## src/hdl/wpc_div.sv

```systemverilog
// bit-serial restoring divider, one quotient bit per cycle
// divisor is a 31-bit register value; no dependencies
`default_nettype none

module wpc_div #(
  parameter int DIVIDEND_W = 49
) (
  input  wire logic                  clk,
  input  wire logic                  rst,
  input  wire logic                  start,
  input  wire logic [DIVIDEND_W-1:0] dividend,
  input  wire logic [30:0]           divisor,
  output logic                       done,
  output logic [DIVIDEND_W-1:0]      quotient
);

  localparam int CNT_W = $clog2(DIVIDEND_W);

  logic             busy;
  logic [CNT_W-1:0] cnt;
  logic [30:0]      rem;
  logic [30:0]      div_r;
  logic [31:0]      trial;
  logic             fits;

  assign trial = {rem, quotient[DIVIDEND_W-1]};
  assign fits  = trial >= {1'b0, div_r};

  always_ff @(posedge clk) begin
    if (rst) begin
      busy <= 1'b0;
      done <= 1'b0;
      cnt  <= '0;
    end else begin
      done <= 1'b0;
      if (start) begin
        busy <= 1'b1;
        cnt  <= '0;
      end else if (busy) begin
        cnt <= cnt + CNT_W'(1);
        if (cnt == CNT_W'(DIVIDEND_W - 1)) begin
          busy <= 1'b0;
          done <= 1'b1;
        end
      end
    end
  end

  always_ff @(posedge clk) begin
    if (start) begin
      rem      <= '0;
      div_r    <= divisor;
      quotient <= dividend;
    end else if (busy) begin
      rem      <= fits ? 31'(trial - {1'b0, div_r}) : trial[30:0];
      quotient <= {quotient[DIVIDEND_W-2:0], fits};
    end
  end

endmodule

`default_nettype wire

```

## config.mk

```make
export PLATFORM = sky130hd
export DESIGN_NAME = wpc_div
export DESIGN_NICKNAME = d
export VERILOG_FILES = /design/src/hdl/wpc_div.sv
export SDC_FILE = /design/constraint.sdc
export NUM_CORES = 1
export LEC_CHECK = 0
export BUFFER_PORTS_ARGS = -buffer_cell sky130_fd_sc_hd__clkbuf_2
export CAP_MARGIN = 20
export CORE_MARGIN = 2
export CORE_UTILIZATION = 56
export DETAILED_ROUTE_END_ITERATION = 8
export PLACE_DENSITY_LB_ADDON = 0.15
export SLEW_MARGIN = 10
export SYNTH_ARGS = -nofsm -noshare
export SYNTH_HDL_FRONTEND = slang
export SYNTH_SLANG_ARGS = --single-unit
```

## constraint.sdc

```tcl
create_clock -name clk -period 2.9 [get_ports clk]
set_input_delay 0.435 -clock clk [delete_from_list [all_inputs] [get_ports clk]]
set_output_delay 0.435 -clock clk [all_outputs]
set_load 0.01 [all_outputs]
```

==> flow_metrics.tcl <==
set metrics [dict create \
    p_leak_nw 3.66 \
    hold_depth 1 \
    via_per_inst 5.82 \
    intPower_mw 3.93 \
    clk_latency_ns 0.43 \
    drive_gt1_share_pct 34.7 \
    timing.critical_path.cells "inv_1, ha_2, nand4_1, or3_4, a211o_1, nand2_2, o21a_2, nor2_4, buf_12, or3b_1, a311oi_2" \
    multi_input_area_um2 3350 \
    antenna_found_initial 0 \
    start_kind "flip-flop" \
    ant_nets 0 \
    synthTopCellsByArea "edfxtp_1, dfxtp_1, mux2_2" \
    yosysWarnings 0 \
    htree_num_levels 4 \
    ios 133 \
    finalHoldViolations 0 \
    crit_type "reg2reg" \
    critPathCaptureType "flip-flop" \
    fp.dieW_um 114 \
    p_total_mw 5.50 \
    critPathSlowestCell "or3_4" \
    first_global_vias 5627 \
    num_rows 40 \
    p_sw_share_pct 28.4 \
    hold_path_class "in2reg" \
    yosysSeqAreaShare_pct 46.7 \
    critical_path_required_ns 3.23 \
    grt_remaining_overflow 0 \
    finClkSkew_ns 0.0166 \
    rsz0062_at_grt "yes" \
    ff2ff_path_depth 11 \
    synth-edff-count 80 \
    core_um2 12000 \
    power_frac_seq_pct 37.8 \
    num_vias 5662 \
    synth_top_area_share_pct 35.2 \
    wl_per_cell_um 16.7 \
    crit_arrival_ns 3.16 \
    grt_pass1_wl_um 26700 \
    num_antenna_cells 0 \
    wl_um 16300 \
    firstDrtPassIters 5 \
    final_cell_area_um2 8520 \
    route.detailed.drc 0 \
    vdd_drop_max_v 0.000439 \
    setup_viol 0 \
    synth_nets 777 \
    slew_violations 0 \
    clockBufferDepth 2 \
    switchingPower_mw 1.56 \
    synthArstFlopShare_pct 0 \
    port_buffers 132 \
    start_util_pct 57.0 \
    drt-initial-drc-count 392 \
    gp_congestion 0.953 \
    whs_ns 0.180 \
    path_max_fanout 22 \
    tritoncts "done" \
    syn_inst 660 \
    fmax_ghz 0.353 \
    fillers 853 \
    pre_cts_slack_ns 0.0448 \
    register_area_um2 3180 \
    pwr-share-comb_pct 21.9 \
    power-per-cell-area_nw_per_um2 645 \
    yosysUniqueCellTypes 63 \
    finalCritPeriodShare_pct 97.7 \
    netlist_area_um2 6820 \
    dieHeight_um 114 \
    cts_hold_buf 0 \
    fin_ws_ns 0.0671 \
    clock_sinks 119 \
    synth_ff_type "edfxtp_1" \
    min_period_ns 2.83 \
    slowest_delay_ns 0.43 \
    final_net_count 930 \
    die_area_um2 13100 \
    fin_tns_setup_ns 0 \
    avgSynthCellArea_um2 10.3 \
    cap_violations 0 \
    grt_usage_pct 25.9 \
    slew_headroom_pct 70.7 \
    synth_seq_cells 119 \
    ctsRootBufferMaster "clkbuf_16" \
    worstMarginPinSlew_ns 0.439 \
    cts_buffers 17 \
    outcome "finished, final reports clean" \
    placed_cell_area_um2 7820 \
    syn_to_final_growth_pct 24.9 \
    grt_max_degree 50 \
    path_clk_slew_ns 0.06 \
    power_frac_clock_pct 40.3 \
    post-dp-hpwl_um 11400 \
    yosysTopAreaCell "edfxtp_1" \
]
[registers in the layout, summed over array words and instances (netlist names)]
register	cells
rem	31
cnt	6
busy	1
quotient	49
done	1
div_r	31
[what timing repair did]
| item | 4_1_cts | 5_1_grt |
|---|---|---|
| buffers inserted | 0 | 1 |
| resized for setup | 0 | 15 |
| endpoints found under the setup margin | 0 | 12 |
[cell families after synthesis]
kind of cell | after synthesis | share of synthesized area (%)
simple gates | 183 | 12.4
buf+inv | 82 | 5.16
xor+xnor | 19 | 2.44
fa+ha+maj | 34 | 6.35
mux | 54 | 8.84
compound gates | 169 | 18.1
flops | 119 | 46.7
[placed cells by master, fill, tap and decap left out, drive strengths merged, types with 6 or more instances in the layout]
| master | n |
|---|---|
| nor2 | 52 |
| mux2 | 50 |
| ha | 33 |
| o21ai | 27 |
| xnor2 | 9 |
| dfxtp | 39 |
| nand4 | 8 |
| nand2 | 66 |
| a21o | 16 |
| xor2 | 10 |
| edfxtp | 80 |
| a31oi | 8 |
| clkbuf | 150 |
| nor3 | 10 |
| a21oi | 45 |
| a311oi | 22 |
| nand3 | 14 |
| buf | 37 |
| nor2b | 6 |
| inv | 50 |
| o211ai | 9 |
[cell type report]
type / count / share of cell area (%)
well taps: 147 / 2.16
repair buffers: 168 / 11.7
multi-input cells: 459 / 39.3
clock buffers: 19 / 5.32
inverters: 48 / 2.12
clock inverters: 13 / 2.01
flip-flops and latches: 119 / 37.4
[routing by layer]
metal / up-vias / share of wire, % / GRT usage [%]
met2: 196 / 47 / 41.4
li1: 2739 / - / -
met5: - / 0 / 0
met1: 2714 / 45 / 33.5
met3: 13 / 6.9 / 8.79
met4: 0 / 0.90 / 7.97
[worst paths after layout]
path,start,end,slack (ns)
setup reg to reg,div_r[6],rem[3],0.07
hold reg to reg,rem[1],rem[1],0.51
setup / recovery,div_r[6],rem[3],0.07
hold / removal,divisor[23],div_r[23],0.18
[power by group through the flow]
stage	Sequential (mW)	Clock, mW	Combinational (mW)
after detailed placement	2.10	0	1.17
after global placement	2.10	0	1.14
after CTS	2.07	2.25	1.17
after global routing	2.09	2.32	1.32
after floorplan	2.12	0	0.754
final	2.08	2.22	1.20
[cell usage after synthesis (all sizes together), types with 2 or more instances]
library cell,number
a21boi,5
inv,48
nor4,2
nand2,66
a21o,16
dfxtp,39
nor3b,2
o22ai,2
a211oi,4
clkbuf,18
o21ai,27
a21oi,45
mux2i,4
nand4,8
nor2b,6
xnor2,9
o21a,5
or2,2
o311ai,3
nand2b,5
xor2,10
nor2,52
nand4b,2
o31ai,5
or3,5
nand3,14
o211ai,9
mux2,50
edfxtp,80
a31oi,8
nand3b,2
and3,3
and2,2
a311oi,22
nor3,10
ha,33
a211o,4
buf,16
o21bai,5
[through the flow]
| step | util [%] | std cells |
|---|---|---|
| floorplan | - | 660 |
| global route | 71.2 | 973 |
| global placement | 65.4 | 940 |
| detailed placement | 65.4 | 940 |
| CTS | 70.6 | 972 |
| finish | 71.2 | 973 |
[critical path: cells and delay by family (launching register included)]
kind	cells	cell delay (ns)
simple gates	5	1.10
compound gates	3	0.73
fa+ha+maj	1	0.38
flops	1	0.32
buf+inv	2	0.21
(Power assumes the default switching activity.)
