==> src/hdl/wpc_mul.sv <==
// bit-serial unsigned 32 x 32 shift-add multiplier, one bit per cycle
// no dependencies
`default_nettype none

module wpc_mul (
  input  wire logic        clk,
  input  wire logic        rst,
  input  wire logic        start,
  input  wire logic [31:0] a,
  input  wire logic [31:0] b,
  output logic             done,
  output logic [63:0]      prod
);

  logic        busy;
  logic [4:0]  cnt;
  logic [31:0] hi;
  logic [31:0] lo;
  logic [31:0] a_r;
  logic [32:0] sum;

  assign sum  = {1'b0, hi} + (lo[0] ? {1'b0, a_r} : 33'd0);
  assign prod = {hi, lo};

  always_ff @(posedge clk) begin
    if (rst) begin
      busy <= 1'b0;
      done <= 1'b0;
      cnt  <= '0;
    end else begin
      done <= 1'b0;
      if (start) begin
        busy <= 1'b1;
        cnt  <= '0;
      end else if (busy) begin
        cnt <= cnt + 5'd1;
        if (cnt == 5'd31) begin
          busy <= 1'b0;
          done <= 1'b1;
        end
      end
    end
  end

  always_ff @(posedge clk) begin
    if (start) begin
      hi  <= '0;
      lo  <= b;
      a_r <= a;
    end else if (busy) begin
      hi <= sum[32:1];
      lo <= {sum[0], lo[31:1]};
    end
  end

endmodule

`default_nettype wire

==> config.mk <==
export PLATFORM = sky130hd
export DESIGN_NAME = wpc_mul
export DESIGN_NICKNAME = d
export VERILOG_FILES = /design/src/hdl/wpc_mul.sv
export SDC_FILE = /design/constraint.sdc
export NUM_CORES = 1
export LEC_CHECK = 0
export ABC_AREA = 1
export BUFFER_PORTS_ARGS = -buffer_cell sky130_fd_sc_hd__buf_2
export CAP_MARGIN = 20
export CORE_MARGIN = 2
export CORE_UTILIZATION = 45
export DETAILED_ROUTE_END_ITERATION = 8
export PLACE_DENSITY = 0.69
export SYNTH_ARGS = -nofsm -noshare
export SYNTH_HDL_FRONTEND = slang
export SYNTH_SLANG_ARGS = --single-unit
==> constraint.sdc <==
create_clock -name clk -period 2.8 [get_ports clk]
set_input_delay 0.56 -clock clk [delete_from_list [all_inputs] [get_ports clk]]
set_output_delay 0.56 -clock clk [all_outputs]
set_load 0.01 [all_outputs]
==> results of run 1 <==
==> cells by family (layout without fill, tap and decap cells) <==
| logic type | after synthesis | count (layout) | synth area share (%) |
|---|---|---|---|
| flip-flops | 103 | 103 | 42.1 |
| AO/OA/AOI/OAI | 55 | 55 | 4.91 |
| AND/OR/NAND/NOR | 526 | 526 | 33.5 |
| adder cells (fa/ha/maj) | 35 | 35 | 6.94 |
| XOR/XNOR | 10 | 10 | 1.36 |
| buffers and inverters | 190 | 327 | 11.2 |
==> routing by layer <==
metal / global-route usage [%] / up-vias / part of all wire, %
met5: 0 / - / 0
met4: 6.46 / 0 / 1.4
met3: 4.06 / 13 / 5.4
met2: 37.4 / 149 / 48
met1: 28.2 / 2600 / 45
li1: - / 3085 / -
==> placed cells by master (no fill, tap or decap), types with 2 or more instances in the layout <==
master      count
a21oi_1        27
a32o_1          5
buf_2         131
buf_4           8
clkbuf_16       9
clkinv_8        3
clkinvlp_4      2
dfxtp_1        39
edfxtp_1       64
ha_1           34
inv_1         170
inv_8           2
nand2_1       376
nand2_2        10
nand3_1        39
nand3_2         6
nand4_1         3
nor2_1         71
nor2_2          8
nor3_1          5
nor3_2          2
o21ai_0        10
o21ai_1         7
o21bai_1        2
or2_2           4
xnor2_1         9
==> worst paths after layout <==
| kind | start | endpoint | slack [ns] |
|---|---|---|---|
| worst max-delay path | lo[0] | hi[27] | 0.45 |
| worst min register to register | cnt[4] | cnt[4] | 0.47 |
| worst max register to register | lo[0] | hi[27] | 0.45 |
| worst min-delay path | a[13] | a_r[13] | 0.36 |
==> registers in the layout (all words and copies together) (netlist names) <==
| name | flops |
|---|---|
| done | 1 |
| cnt | 5 |
| a_r | 32 |
| hi | 32 |
| lo | 32 |
| busy | 1 |
==> cell type report <==
class,count,area share [%]
multi-input cells,626,39.4
flip-flops and latches,103,35.6
repair buffers,139,9.42
inverters,172,8.50
clock buffers,9,2.96
well taps,180,2.96
clock inverters,7,1.14
==> per-stage QoR <==
step	area [um2]	hold slack [ns]
finish	7600	0.364
CTS	7600	0.354
global placement	7290	0.456
detailed placement	7290	0.460
floorplan	6420	0.442
global route	7600	0.354
==> power groups by stage <==
stage          Clock, mW  Combinational (mW)  Sequential [mW]
4_1_cts             1.32               0.827             1.83
3_5_place_dp           0               0.823             1.86
6_report            1.30               0.820             1.83
5_1_grt             1.38               0.929             1.85
3_3_place_gp           0               0.811             1.86
2_1_floorplan          0               0.497             1.89
==> worst max-delay path, delay by kind of cell, from the launching register on <==
| kind | cells | cell delay (ns) |
|---|---|---|
| adders and majority gates | 2 | 0.69 |
| buffers and inverters | 3 | 0.28 |
| and+or+nand+nor | 10 | 0.91 |
| DFF | 1 | 0.38 |
==> qor.csv, run 1 <==
stage,metric,value,unit
logic_synthesis,synth-edff-count,64,
power,total_power,3.95,mW
clocking,clkTransAtPathRegs,0.08,ns
timing,setup_tns,0,ns
logic_synthesis,synth_ff_type,edfxtp_1,
floorplan,start_util,46.1,%
timing,finClkSkew,0.0117,ns
logic_synthesis,synthArstFlopShare,0,%
timing,worst_slack,0.455,ns
floorplan,die_area,15200,um2
placement,place_ws,0.471,ns
layout,fin_cells,1236,
grt,track_usage,21.9,%
placement,hpwl,12.3,mm
clocking,root_buffer,clkbuf_16,
logic_synthesis,synth_cell_types,32,
routing,wirelength,16.0,mm
logic_synthesis,ys_ff_latch,103,
logic_synthesis,synthTopCellsByArea,"edfxtp_1 (30%), nand2_1 (22%), dfxtp_1 (12%), inv_1 (9.9%), ha_1 (6.6%)",
worst_setup_path,startpoint_type,flip-flop,
layout,multiInputGateArea,3000,um2
clocking,cts.sinks,103,
routing,num_vias,5847,
logic_synthesis,synthMostInstantiatedCell,nand2_1,
clocking,cts-hold-fix-buffers,0,
routing,initialDrtViolationCount,426,
power,p_clk_share,32.9,%
worst_setup_path,cp_max_fo,15,
floorplan,num_rows,43,
routing,routed_via_density,4.73,
worst_setup_path,cp.required,3.07,ns
grt,antenna_found_initial,0,
worst_setup_path,crit_path_end_kind,flip-flop,
placement,finalWeightedCongestion,0.931,
logic_synthesis,yosysWarnings,0,
floorplan,core,13900,um2
run,drv_cap,0,
floorplan,die_h,123,um
worst_setup_path,slowest_stage,fa_1,
timing,period_share,83.8,%
routing,antenna_left,0,
layout,fillers,1385,
layout,final_util,54.5,%
power,combPwrFrac,20.8,%
layout,drive_above_1_share,17.6,%
timing,rsz0062_at_grt,false,
power,power_frac_seq,46.3,%
logic_synthesis,synth_nets,1021,
power,p_sw_share,31.5,%
clocking,cts_setup_buffers,0,
logic_synthesis,synth_top_area_share,29.9,%
worst_setup_path,criticalPathCategory,reg -> reg,
power,cellPowerDensity,520,nW/um2
worst_setup_path,crit_path_max_incr_delay,0.46,ns
logic_synthesis,yosysTopAreaCell,edfxtp_1,
timing,relSlewSlack,60.2,%
power,leakage,4.34,nW
worst_setup_path,path_cells,"buf_4, nand2_1, inv_1, ha_1, fa_1, nand3_1, nand3_1, nand3_1, nand3_2, nand2_1, nand2_1, nand2_1, nand3_1, nand2_1, inv_1",
clocking,clkLatencyLatePin,0.37,ns
timing,finalCriticalPeriod,2.35,ns
power,intPower,2.70,mW
worst_setup_path,crit_top_cell,nand2_1,
logic_synthesis,synth_commonest_cells,"nand2_1 (376), inv_1 (170), nor2_1 (71)",
timing,finalSetupViolCount,0,
routing,drt-pass1-iter-count,4,
outcome,outcome,completed,
power,ir_worst_vdd,0.000405,V
placement,numPortBuffers,131,
clocking,cts_max_level,3,
grt,grt_max_degree,53,
routing,avgRoutedWirePerCell,12.9,um
timing,drv_slew,0,
layout,seqCellArea,2700,um2
timing,maxClockFrequency,0.426,GHz
clocking,cts_buffers,9,
timing,timing_hold_violations_final,0,
worst_hold_path,hold_depth,1,
routing,drc,0,
placement,placed_cells,1220,
logic_synthesis,yosysSeqAreaShare,42.1,%
floorplan,die_x,123,um
floorplan,ios,132,
logic_synthesis,avgSynthCellArea,6.99,um2
layout,nNetsFinal,1153,
clocking,cts_tree,done,
clocking,cts_buffer_depth,2,
worst_setup_path,reg2reg_depth,15,
grt,grt_pass1_vias,5520,
logic_synthesis,netlist_area,6420,um2
logic_synthesis,syn_inst,919,
layout,area_growth_syn_to_layout,18.3,%
timing,worst_pin_slew,0.595,ns
clocking,post_cts_resized,0,
grt,grt_pass1_wl,26.0,mm
worst_setup_path,arrival,2.62,ns
worst_hold_path,hp-class,in -> reg,
layout,diodes,0,
power,power.switching,1.25,mW
grt,grt_remaining_overflow,0,
(Power assumes the default switching activity.)
==> run 2, diff against run 1 <==
PLACE_DENSITY = 0.71   (was 0.69)
clock period = 2.1 ns   (was 2.8 ns; I/O delays follow)
==> qor.csv, run 2 (synthesis results as in run 1) <==
stage,metric,value,unit
outcome,outcome,"finished, violations left",
outcome,violations,negative setup slack,
timing,finalSetupViolCount,29,
placement,hpwl,12.7,mm
power,leakage,4.70,nW
grt,grt_pass1_vias,5873,
layout,final_area,8840,um2
clocking,cts.sinks,103,
floorplan,die_h,123,um
timing,whs,0.221,ns
clocking,cts_max_level,3,
placement,finalWeightedCongestion,0.937,
timing,worst_slack,-0.159,ns
clocking,clkLatencyLatePin,0.37,ns
floorplan,num_rows,43,
run,drv_cap,0,
floorplan,die_x,123,um
timing,setup_tns,-3.09,ns
timing,finalCriticalPeriod,2.26,ns
clocking,root_buffer,clkbuf_16,
placement,placed_cell_area,7590,um2
grt,track_usage,23.8,%
timing,maxClockFrequency,0.443,GHz
worst_setup_path,criticalPathCategory,reg -> reg,
layout,diodes,0,
layout,nNetsFinal,1202,
floorplan,start_util,46.1,%
worst_hold_path,hp-class,in -> reg,
timing,timing_hold_violations_final,0,
grt,grt_max_degree,42,
routing,wirelength,18.5,mm
floorplan,core,13900,um2
worst_setup_path,arrival,2.53,ns
power,cellPowerDensity,648,nW/um2
layout,reg_top3,"a_r: 32 flops, hi: 32 flops, lo: 32 flops",
grt,grt_pass1_wl,28.1,mm
worst_setup_path,startpoint_type,flip-flop,
worst_setup_path,crit_path_end_kind,flip-flop,
floorplan,ios,132,
timing,rsz0062_at_grt,true,
placement,numPortBuffers,131,
layout,area_growth_syn_to_layout,37.7,%
layout,layout_common_cells,"nand2_1 (311), inv_1 (149), buf_2 (131), nand2_2 (64), edfxtp_1 (64)",
timing,relSlewSlack,59.2,%
clocking,cts_buffers,9,
grt,antenna_found_initial,1,
worst_setup_path,cp.required,2.37,ns
routing,avgRoutedWirePerCell,14.4,um
power,total_power,5.73,mW
clocking,cts_buffer_depth,2,
clocking,cts_tree,done,
routing,num_vias,6306,
worst_setup_path,r2r-start,lo[0],
worst_hold_path,hold_path.startpoint,a[12],
timing,drv_slew,0,
layout,drive_above_1_share,35.5,%
timing,worst_pin_slew,0.610,ns
timing,finClkSkew,0.0140,ns
routing,routed_via_density,4.91,
worst_setup_path,startpoint,lo[0],
worst_setup_path,cp_max_fo,10,
routing,initialDrtViolationCount,340,
layout,layout_commonest_cell,nand2_1,
routing,drc,0,
floorplan,die_area,15200,um2
clocking,clkTransAtPathRegs,0.09,ns
routing,drt-pass1-iter-count,4,
timing,period_share,108,%
grt,grt_remaining_overflow,0,
power,ir_worst_vdd,0.000428,V
routing,antenna_left,0,
run 2: worst max-delay path: stages (launching register included):
cell and delay [ns]:
edfxtp_1 0.48, buf_6 0.17, buf_12 0.14, nand2_2 0.06, inv_2 0.04, ha_4 0.24, nand2_1 0.07, nand2_1 0.08
inv_1 0.10, nand2_2 0.10, a21oi_4 0.19, nand2_4 0.10, nand2_2 0.09, nand2_1 0.07, nand2_1 0.07, nand3_1 0.07
nand2_1 0.08, inv_1 0.03
run 2: stage by stage:
| stage | worst slack [ns] | cells | utilization, % |
|---|---|---|---|
| final | -0.159 | 1285 | 63.5 |
| after global routing | -0.323 | 1285 | 63.5 |
| after CTS | -0.0428 | 1282 | 60.8 |
| after detailed placement | -0.241 | 1260 | 54.4 |
| after global placement | -0.230 | 1260 | 54.4 |
| after floorplan | 0.00218 | 919 | - |
run 2: worst paths after layout:
| check | end | slack (ns) | depth (start not counted) |
|---|---|---|---|
| max | hi[29] | -0.16 | 17 |
| min | a_r[12] | 0.22 | 1 |
| max reg2reg | hi[29] | -0.16 | 17 |
| min reg2reg | cnt[4] | 0.48 | 2 |
run 2: routing by layer:
layer	track usage, %	share of wire [%]
met5	0	0.086
met2	41.3	49
met1	29.7	43
met3	5.77	5.8
met4	6.04	2.0
run 2: cell type report:
type                            instances  area (um2)
Sequential cell                       103        2700
Tap cell                              180         225
Multi-Input combinational cell        626        3840
Clock inverter                          7        86.3
Inverter                              172         646
Fill cell                            1215        5090
Clock buffer                            9         225
Timing Repair Buffer                  188        1120
run 2: where the power goes:
group / internal, mW / switching (mW)
logic: 0.667 / 0.845
registers: 2.34 / 0.126
clock network: 0.853 / 0.899
run 2: timing repair:
action	CTS	global route
setup buffers	5	4
gates cloned	1	0
hold buffers	0	0
pin swaps	13	35
hold endpoints to repair	0	0
resized for setup	91	111
endpoints found under the setup margin	26	30
