$ cat src/hdl/wpc_sqrt.sv
// digit-serial integer square root, two radicand bits per cycle
// no dependencies
`default_nettype none

module wpc_sqrt (
  input  wire logic        clk,
  input  wire logic        rst,
  input  wire logic        start,
  input  wire logic [63:0] radicand,
  output logic             done,
  output logic [31:0]      root
);

  logic        busy;
  logic [4:0]  cnt;
  logic [63:0] nr;
  logic [33:0] rem;
  logic [35:0] t;
  logic [35:0] trial;
  logic        fits;

  assign t     = {rem, nr[63:62]};
  assign trial = {2'b00, root, 2'b01};
  assign fits  = t >= trial;

  always_ff @(posedge clk) begin
    if (rst) begin
      busy <= 1'b0;
      done <= 1'b0;
      cnt  <= '0;
    end else begin
      done <= 1'b0;
      if (start) begin
        busy <= 1'b1;
        cnt  <= '0;
      end else if (busy) begin
        cnt <= cnt + 5'd1;
        if (cnt == 5'd31) begin
          busy <= 1'b0;
          done <= 1'b1;
        end
      end
    end
  end

  always_ff @(posedge clk) begin
    if (start) begin
      nr   <= radicand;
      rem  <= '0;
      root <= '0;
    end else if (busy) begin
      nr   <= {nr[61:0], 2'b00};
      rem  <= fits ? 34'(t - trial) : t[33:0];
      root <= {root[30:0], fits};
    end
  end

endmodule

`default_nettype wire

$ cat config.mk
export PLATFORM = sky130hd
export DESIGN_NAME = wpc_sqrt
export DESIGN_NICKNAME = d
export VERILOG_FILES = /design/src/hdl/wpc_sqrt.sv
export SDC_FILE = /design/constraint.sdc
export NUM_CORES = 1
export LEC_CHECK = 0
export BUFFER_PORTS_ARGS = -buffer_cell sky130_fd_sc_hd__buf_2
export CAP_MARGIN = 40
export CORE_ASPECT_RATIO = 1.75
export CORE_MARGIN = 3
export CORE_UTILIZATION = 58
export DETAILED_ROUTE_END_ITERATION = 12
export GPL_TIMING_DRIVEN = 0
export HOLD_SLACK_MARGIN = 0.08
export PLACE_DENSITY = 0.81
export SLEW_MARGIN = 0
export SYNTH_ARGS = -nofsm -noshare
export SYNTH_HDL_FRONTEND = slang
export SYNTH_SLANG_ARGS = --single-unit
$ cat constraint.sdc
create_clock -name clk -period 3.28 [get_ports clk]
set_input_delay 0.656 -clock clk [delete_from_list [all_inputs] [get_ports clk]]
set_output_delay 0.656 -clock clk [all_outputs]
set_load 0.02 [all_outputs]
==> summary.md, run 1 <==
| Metric | Value |
|---|---|
| FP Rows | `54` |
| Crit Path Class | `flip-flop to flip-flop` |
| Pleak | `0.00370 uW` |
| GRT overflow | `0` |
| Met2 routed WL | `9.94 mm` |
| Total GRT Usage | `25.9%` |
| TritonCTS clock tree | `done` |
| Levels on crit path | `11` |
| Die H | `157 um` |
| Post-layout net count | `948` |
| Tmin final | `3150 ps` |
| Ys Warns | `0` |
| Die ar. | `14400 um^2` |
| Max IR drop VDD | `0.480 mV` |
| Cell Area, Synth | `7520 um^2` |
| # IOs | `100` |
| Overall power | `8340 uW` |
| Clock Tree Buf Depth | `2` |
| H-tree depth | `4` |
| Clock Sinks | `137` |
| Post-CTS Hold Buffers | `0` |
| Async SR Flop Fraction | `0%` |
| Slew Viols, Final | `0` |
| Syn avg cell area | `10.4 um^2` |
| Dominant synthesized flop cell | `dfxtp_1` |
| Post-Route M1 WL | `6.51 mm` |
| Most frequent cell after synthesis | `dfxtp_1` |
| Worst hold path type | `primary input to flip-flop` |
| Post-Syn Nets | `824` |
| Critical Path RT | `3610 ps` |
| Largest net degree at the start of global routing | `46` |
| DIE WIDTH | `92.1 um` |
| Cells after Synth | `721` |
| Startpoint Class | `flip-flop` |
| Final setup viols | `0` |
| Max-Cap Viols | `0` |
| Placed Instances | `988` |
| Status | `finished, final reports clean` |
| Slowest cell delay on critical path | `550 ps` |
| Diode count | `0` |
| DP HPWL | `13.4 mm` |
| Clock buffer count from CTS | `17` |
| RD Place Congestion | `0.944` |
| Number of global-route vias before repair | `6351` |
| ANT nets after route | `0` |
| # DRC | `0` |
| Hold Path Depth | `2` |
| Worst skew pair latency | `420 ps` |
| WL final | `18.2 mm` |
| First-pass GRT wire length | `29.8 mm` |
| Starting Density | `59.8%` |
| FF-to-FF path depth | `11` |
| Worst slack, placed | `-43.3 ps` |
| Post-route cell area | `8970 um^2` |
| Area of the core | `12600 um^2` |
| Slowest CP cell | `or4_1` |
| Critical Path Sink Type | `flip-flop` |
| Worst-Margin Slew | `788 ps` |
| Synth cell count leaders | `dfxtp_1, nor2_1, edfxtp_1` |
| Ranking of synthesized cells by area | `edfxtp_1, dfxtp_1, mux2_2` |
| Final hold slack | `501 ps` |
| Synth top area share | `25.6%` |
| Port bufs | `98` |
| Routed vias/inst | `5.85` |
| FMAX | `317 MHz` |
| Pwr Density | `929 nW/um^2` |
| Share of cells above drive strength 1 | `27.5%` |
| Yosys top cell by area | `edfxtp_1` |
| Reg clk slew, reported paths | `70 ps` |
| Cell family with most CP delay | `simple AND/OR/NAND/NOR gates` |
| DR pass1 iterations | `7` |
| Buf/Inv on CP | `3` |
| Routed length per instance | `17.8 um` |
| Register area share after synthesis | `45.0%` |
| Number of synthesized flops with an enable pin | `64` |
| Crit-path max FO | `9` |
| DR iter-0 viols | `328` |
| Top layer in use | `met4` |
| Initial antenna violation count | `0` |
| Worst relative slew slack | `47.5%` |
| Clock Skew | `10.3 ps` |
| Met3 WL | `866 um` |
| Final non-filler cell total | `1026` |
| Clock Tree Root | `clkbuf_16` |
| Synth Register Bits | `137` |
| Setup WS post-layout | `129 ps` |
| Period utilization | `96.1%` |
| Hold Vio Cnt, Final | `0` |
| RSZ-0062 raised after global routing | `no` |
| Crit path DAT | `3480 ps` |
| Routed vias | `5997` |
| Worst path cell trace | `inv_1, ha_1, clkbuf_1, nand4_1, o21ai_0, a211oi_2, o21a_1, clkbuf_4, and2_4, or4_1, a311oi_2` |
| Distinct cell type count after synthesis | `57` |
| P&R area growth vs syn | `19.4%` |
| Post-place instance area | `8240 um^2` |
path summary, 6_finish.rpt:
check | startpoint | to | slack, ps
setup reg to reg | root[22] | rem[22] | 130
hold / removal | rst | cnt[1] | 500
hold reg to reg | rem[0] | rem[0] | 500
setup / recovery | root[22] | rem[22] | 130
registers in the layout (all words and copies together) (netlist names):
signal / flops
busy: 1
cnt: 5
done: 1
nr: 64
rem: 34
root: 32
metrics by stage:
step | setup TNS [ps] | util (%)
final | 0 | 71.4
after global routing | 0 | 71.4
after CTS | 0 | 70.5
after detailed placement | -195 | 65.6
after global placement | -10310 | 65.4
after floorplan | 0 | -
power breakdown:
part / internal, uW / leakage (uW) / switching [uW] / total [uW]
registers: 2030 / 0.00124 / 158 / 2190
logic: 1930 / 0.00217 / 2290 / 4220
clock network: 1090 / 0.000290 / 841 / 1930
total: 5050 / 0.00370 / 3290 / 8340
metal layers:
layer,global-route usage (%),vias to the layer above
met5,0,-
met4,14.2,0
met3,5.72,57
met2,48.4,200
met1,26.2,2851
li1,-,2889
cell type report:
cell class / count / area [um^2]
Clock buffer: 17 / 425
Sequential cell: 137 / 3390
Multi-Input combinational cell: 499 / 3840
Tap cell: 168 / 210
Buffer: 41 / 209
Timing Repair Buffer: 105 / 556
Fill cell: 942 / 3590
Inverter: 44 / 165
Clock inverter: 15 / 183
cell families (layout without fill, tap and decap cells):
family	after synthesis	after routing	synth area share, %
DFF	137	137	45.0
and+or+nand+nor	163	163	10.1
adders and majority gates	36	36	5.99
muxes	114	114	16.2
buffers and inverters	85	222	4.94
AOI/OAI and AO/OA	157	157	14.4
xor gates and xnor gates	29	29	3.38
repair_timing:
action                     CTS  global route
resized for setup            1            21
pin swaps                    2             6
buffers inserted             1             5
setup endpoints to repair   16            34
cells in the final DEF, fill, tap and decap left out, types with 5 or more instances in the layout:
| cell type | n |
|---|---|
| buf_2 | 104 |
| nor2_1 | 71 |
| dfxtp_1 | 70 |
| edfxtp_1 | 64 |
| mux2_2 | 63 |
| mux2i_1 | 47 |
| inv_1 | 43 |
| a21oi_1 | 36 |
| ha_1 | 36 |
| nand2_1 | 28 |
| o21ai_0 | 26 |
| clkbuf_1 | 25 |
| a211oi_1 | 23 |
| a21o_1 | 23 |
| xnor2_1 | 19 |
| clkbuf_16 | 17 |
| nand3_1 | 13 |
| nor3_1 | 12 |
| xor2_1 | 10 |
| nand4_1 | 8 |
| and3_1 | 7 |
| buf_1 | 6 |
| buf_4 | 6 |
| nand2b_1 | 5 |
No activity file was read; power rests on OpenSTA's default activity.
==> run 2, diff against run 1 <==
--- a/config.mk
+++ b/config.mk
@@ -7,13 +7,15 @@
 export LEC_CHECK = 0
 export BUFFER_PORTS_ARGS = -buffer_cell sky130_fd_sc_hd__buf_2
 export CAP_MARGIN = 40
+export CELL_PAD_IN_SITES_DETAIL_PLACEMENT = 0
+export CELL_PAD_IN_SITES_GLOBAL_PLACEMENT = 1
 export CORE_ASPECT_RATIO = 1.75
 export CORE_MARGIN = 3
-export CORE_UTILIZATION = 58
+export CORE_UTILIZATION = 46
 export DETAILED_ROUTE_END_ITERATION = 12
 export GPL_TIMING_DRIVEN = 0
 export HOLD_SLACK_MARGIN = 0.08
-export PLACE_DENSITY = 0.81
+export PLACE_DENSITY = 0.82
 export SLEW_MARGIN = 0
 export SYNTH_ARGS = -nofsm -noshare
 export SYNTH_HDL_FRONTEND = slang
==> summary.md, run 2 (synthesis results as in run 1) <==
| Metric | Value |
|---|---|
| Routed vias/inst | `5.64` |
| GRT met1 Usage | `22.6%` |
| # DRC | `0` |
| GRT overflow | `0` |
| Total GRT Usage | `21.5%` |
| Placed Instances | `1009` |
| Layout Utilization | `56.1%` |
| Crit path DAT | `3440 ps` |
| FP Rows | `61` |
| ANT nets after route | `0` |
| Reg clk slew, reported paths | `60 ps` |
| Pleak | `0.00369 uW` |
| Clock buffer count from CTS | `17` |
| Commonest non-fill, non-tap cell in the layout | `buf_2` |
| Routed vias | `5901` |
| Clock power frac | `24.1%` |
| Register share of total power | `26.5%` |
| Met3 Resource Use GR | `4.00%` |
| DR iter-0 viols | `240` |
| Combinational power share | `49.4%` |
| Top Registers | `nr x64, rem x34, root x32` |
| Worst-Margin Slew | `800 ps` |
| Post-CTS Hold Buffers | `0` |
| P_sw | `3200 uW` |
| Clock Tree Buf Depth | `2` |
| Slowest CP cell | `or4_1` |
| Die H | `175 um` |
| Slew Viols, Final | `0` |
| Post-layout net count | `947` |
| Worst relative slew slack | `46.7%` |
| RSZ-0062 raised after global routing | `no` |
| Clock Sinks | `137` |
| Most frequent cells in the layout | `buf_2, dfxtp_1, nor2_1` |
| Number of global-route vias before repair | `6253` |
| Worst skew pair latency | `420 ps` |
| Worst path cell trace | `inv_1, ha_1, nor2b_1, o2111ai_1, o21ai_2, a311oi_4, buf_4, o21bai_1, nand2_1, and4_1, or4_1, a311oi_1` |
| Setup WS post-layout | `158 ps` |
| Gr busiest metal | `met2` |
| Routed length per instance | `17.9 um` |
| DIE WIDTH | `103 um` |
| Critical Path RT | `3600 ps` |
| Overall power | `8250 uW` |
| Die ar. | `18000 um^2` |
| Initial antenna violation count | `0` |
| Hold Vio Cnt, Final | `0` |
| Crit-path max FO | `4` |
| Final hold slack | `502 ps` |
| Final setup viols | `0` |
| Fillers | `1404` |
| Tmin final | `3120 ps` |
| Biggest register | `nr` |
| Switching share of total power | `38.8%` |
| H-tree depth | `4` |
| Status | `finished, final reports clean` |
| Crit Path Class | `flip-flop to flip-flop` |
| FMAX | `320 MHz` |
| TritonCTS clock tree | `done` |
| Final non-filler cell total | `1046` |
| Share of cells above drive strength 1 | `26.6%` |
| DP HPWL | `14.0 mm` |
| Cell internal pwr | `5050 uW` |
| WL final | `18.7 mm` |
| Startpoint Class | `flip-flop` |
| Diode count | `0` |
| DR pass1 iterations | `6` |
| Max-Cap Viols | `0` |
| Critical Path Sink Type | `flip-flop` |
| # IOs | `100` |
| P&R area growth vs syn | `19.1%` |
| Pwr Density | `921 nW/um^2` |
| Clock Tree Root | `clkbuf_16` |
| Starting Density | `47.1%` |
| First-pass GRT wire length | `30.3 mm` |
| Max IR drop VDD | `0.458 mV` |
| Period utilization | `95.2%` |
| Worst hold path type | `flip-flop to flip-flop` |
| Slowest cell delay on critical path | `540 ps` |
| Worst slack, placed | `-109 ps` |
| Area of the core | `16000 um^2` |
| Number of flip-flops in the largest register | `64` |
| Clock Skew | `11.9 ps` |
| RD Place Congestion | `0.882` |
| Largest net degree at the start of global routing | `37` |
| Port bufs | `98` |
| GRT met2 Usage | `39.7%` |
==> run 2: cell count changes in the layout (fill, tap and decap cells not counted), sizes merged <==
cell and change:
buf -2, bufinv +1, clkbuf +1, clkinv -3, inv +2
==> run 2: stage by stage <==
step                area [um^2]  TNS, ps
finish                     8960        0
global route               8960        0
floorplan                  7520        0
detailed placement         8270     -280
CTS                        8890        0
global placement           8250   -16180
==> run 2: metal layers <==
| metal | share of wire (%) | routed length, um | up-vias |
|---|---|---|---|
| li1 | - | - | 2884 |
| met1 | 37 | 6850 | 2804 |
| met2 | 55 | 10300 | 173 |
| met3 | 4.6 | 859 | 40 |
| met4 | 3.8 | 707 | 0 |
| met5 | 0 | 0 | - |
==> run 2: path summary, 6_finish.rpt <==
| path | start | to | slack [ps] | cells past startpoint |
|---|---|---|---|---|
| max | root[0] | rem[22] | 160 | 12 |
| min reg2reg | rem[8] | rem[8] | 500 | 2 |
| max reg2reg | root[0] | rem[22] | 160 | 12 |
| min | rem[8] | rem[8] | 500 | 2 |
==> run 2: worst max-delay path, delay by kind of cell, from the launching register on <==
kind / cells / cell delay (ps)
compound gates: 5 / 980
fa+ha+maj: 1 / 330
buf+inv: 2 / 250
flops: 1 / 420
simple gates: 4 / 1040
==> run 2: power groups by stage <==
stage | sequential, uW | clock (uW) | combinational (uW)
after CTS | 2190 | 2020 | 3930
after detailed placement | 2220 | 0 | 3840
after global placement | 2210 | 0 | 3790
after global routing | 2210 | 2080 | 4430
after floorplan | 2160 | 0 | 3050
final | 2180 | 1990 | 4070
==> run 2: what timing repair did <==
action | CTS | global route
resized for setup | 2 | 15
endpoints found under the setup margin | 22 | 32
setup buffers | 1 | 4
pin swaps | 1 | 4
==> run 2: final cells by class <==
type | count | area, um^2 | area share, %
multi-input cells | 499 | 3800 | 42.5
flip-flops and latches | 137 | 3380 | 37.8
repair buffers | 104 | 548 | 6.12
clock buffers | 17 | 425 | 4.75
well taps | 189 | 236 | 2.64
plain buffers | 41 | 211 | 2.36
clock inverters | 15 | 180 | 2.01
inverters | 44 | 165 | 1.84
==> run 3, diff against run 2 <==
==> constraint.sdc (replaced) <==
create_clock -name clk -period 3.5 [get_ports clk]
set_input_delay 0.7 -clock clk [delete_from_list [all_inputs] [get_ports clk]]
set_output_delay 0.7 -clock clk [all_outputs]
set_load 0.02 [all_outputs]
==> summary.md, run 3 (synthesis results as in run 1) <==
| Metric | Value |
|---|---|
| Reg2reg setup slack | `150 ps` |
| Layout Utilization | `55.7%` |
| Reg area | `3380 um^2` |
| Met3 WL | `775 um` |
| Min-delay src | `rem[8]` |
| Min-Delay Endpoint | `rem[8]` |
| Top Registers | `nr x64, rem x34, root x32` |
| Clock Sinks | `137` |
| Clock buffer count from CTS | `17` |
| Post-Route M1 WL | `6.94 mm` |
| Final setup viols | `0` |
| Clock Tree Root | `clkbuf_16` |
| Slowest cell delay on critical path | `440 ps` |
| WL final | `18.7 mm` |
| Worst relative slew slack | `45.5%` |
| R2r startpoint | `root[0]` |
| Crit path DAT | `3620 ps` |
| Routed length per instance | `17.9 um` |
| Number of global-route vias before repair | `6253` |
| Port bufs | `98` |
| Biggest register | `nr` |
| ANT nets after route | `0` |
| DR pass1 iterations | `5` |
| Slew Viols, Final | `0` |
| H-tree depth | `4` |
| Worst-Margin Slew | `817 ps` |
| Crit-path max FO | `10` |
| Met2 routed WL | `10.3 mm` |
| Most frequent cells in the layout | `buf_2, dfxtp_1, nor2_1` |
| Routed vias/inst | `5.62` |
| FF-to-FF path depth | `13` |
| Die H | `175 um` |
| # IOs | `100` |
| Worst slack, placed | `111 ps` |
| Worst hold path type | `flip-flop to flip-flop` |
| RD Place Congestion | `0.882` |
| Max-Cap Viols | `0` |
| Period utilization | `95.8%` |
| Slowest CP cell | `a311oi_4` |
| Clock Tree Buf Depth | `2` |
| Reg clk slew, reported paths | `60 ps` |
| Worst skew pair latency | `420 ps` |
| DR iter-0 viols | `224` |
| Number of flip-flops in the largest register | `64` |
| TritonCTS clock tree | `done` |
| Final non-filler cell total | `1041` |
| Diode count | `0` |
| Crit Path Class | `flip-flop to flip-flop` |
| # DRC | `0` |
| Pleak | `0.00366 uW` |
| FP Rows | `61` |
| Share of cells above drive strength 1 | `25.4%` |
| Status | `finished, final reports clean` |
| Post-layout net count | `942` |
| Critical Path RT | `3770 ps` |
| Cell family with most CP delay | `compound AO/OA/AOI/OAI gates` |
| First-pass GRT wire length | `30.3 mm` |
| Clock Skew | `12.0 ps` |
| Die ar. | `18000 um^2` |
| Multi-input gate area | `3780 um^2` |
| Initial antenna violation count | `0` |
| Reg-to-reg endpoint | `rem[14]` |
| Max IR drop VDD | `0.431 mV` |
| Hold Vio Cnt, Final | `0` |
| Fillers | `1416` |
| P&R area growth vs syn | `18.2%` |
| DP HPWL | `14.0 mm` |
| GRT overflow | `0` |
| Hold Path Depth | `2` |
| Startpoint Class | `flip-flop` |
| Starting Density | `47.1%` |
| Largest net degree at the start of global routing | `37` |
| Critical Path Most Common Cell | `buf_12` |
| Critical Path Sink Type | `flip-flop` |
| FMAX | `298 MHz` |
| DIE WIDTH | `103 um` |
| Overall power | `7590 uW` |
| Placed Instances | `1009` |
| Total GRT Usage | `21.5%` |
| Commonest non-fill, non-tap cell in the layout | `buf_2` |
| Pwr Density | `854 nW/um^2` |
| Setup WS post-layout | `146 ps` |
| Routed vias | `5855` |
| Final TNS setup | `0 ps` |
| Worst path cell trace | `inv_1, ha_1, nor2b_1, o2111ai_1, o21ai_2, a311oi_4, o221ai_2, o21ai_4, and2_4, buf_12, buf_12, mux2i_1, a211oi_1` |
| Buf/Inv on CP | `3` |
| Top layer in use | `met4` |
| Area of the core | `16000 um^2` |
| Tmin final | `3350 ps` |
-- run 3: changes by cell type in the layout (fill, tap and decap cells not counted), sizes merged --
| cell | before | now |
|---|---|---|
| buf | 118 | 114 |
| clkbuf | 44 | 43 |
-- run 3: how the worst max path moves through the flow --
stage	startpoint	end	slack, ps	depth (start not counted)
finish	root[0]	rem[14]	150	13
global placement	start	nr[12]	-80	4
floorplan	root[7]	rem[10]	550	13
global route	root[16]	rem[29]	-8	12
CTS	root[1]	rem[19]	100	10
detailed placement	root[1]	rem[19]	110	10
-- run 3: power by group --
part,internal (uW),total (uW),switching [uW]
clock network,1080,1870,787
registers,1900,2050,149
logic,1650,3670,2020
-- run 3: metal layers --
metal / GRT usage (%) / vias up
met4: 10.6 / 0
met2: 39.5 / 148
met5: 0 / -
met1: 22.6 / 2800
li1: - / 2873
met3: 4.00 / 34
-- run 3: cell type report --
type                            count  share of cell area (%)
Multi-Input combinational cell    499                    42.5
Buffer                             41                    2.32
Inverter                           44                    1.86
Clock buffer                       17                    4.79
Timing Repair Buffer               99                    5.74
Clock inverter                     15                    2.03
Tap cell                          189                    2.66
Sequential cell                   137                    38.1
-- run 3: through the flow --
stage	hold slack [ps]	area, um^2
after global placement	486	8250
after CTS	508	8870
after detailed placement	499	8270
after global routing	517	8890
final	504	8890
after floorplan	451	7520
-- run 3: tightest hold or removal path, cell delays in order, from the launching register on --
cell and delay, ps:
dfxtp_1 320, nor2_1 90, a211oi_1 50
-- run 3: timing repair --
action	CTS	global route
gates resized for setup	0	4
setup buffers	0	0
hold buffers	0	0
endpoints found under the setup margin	0	5
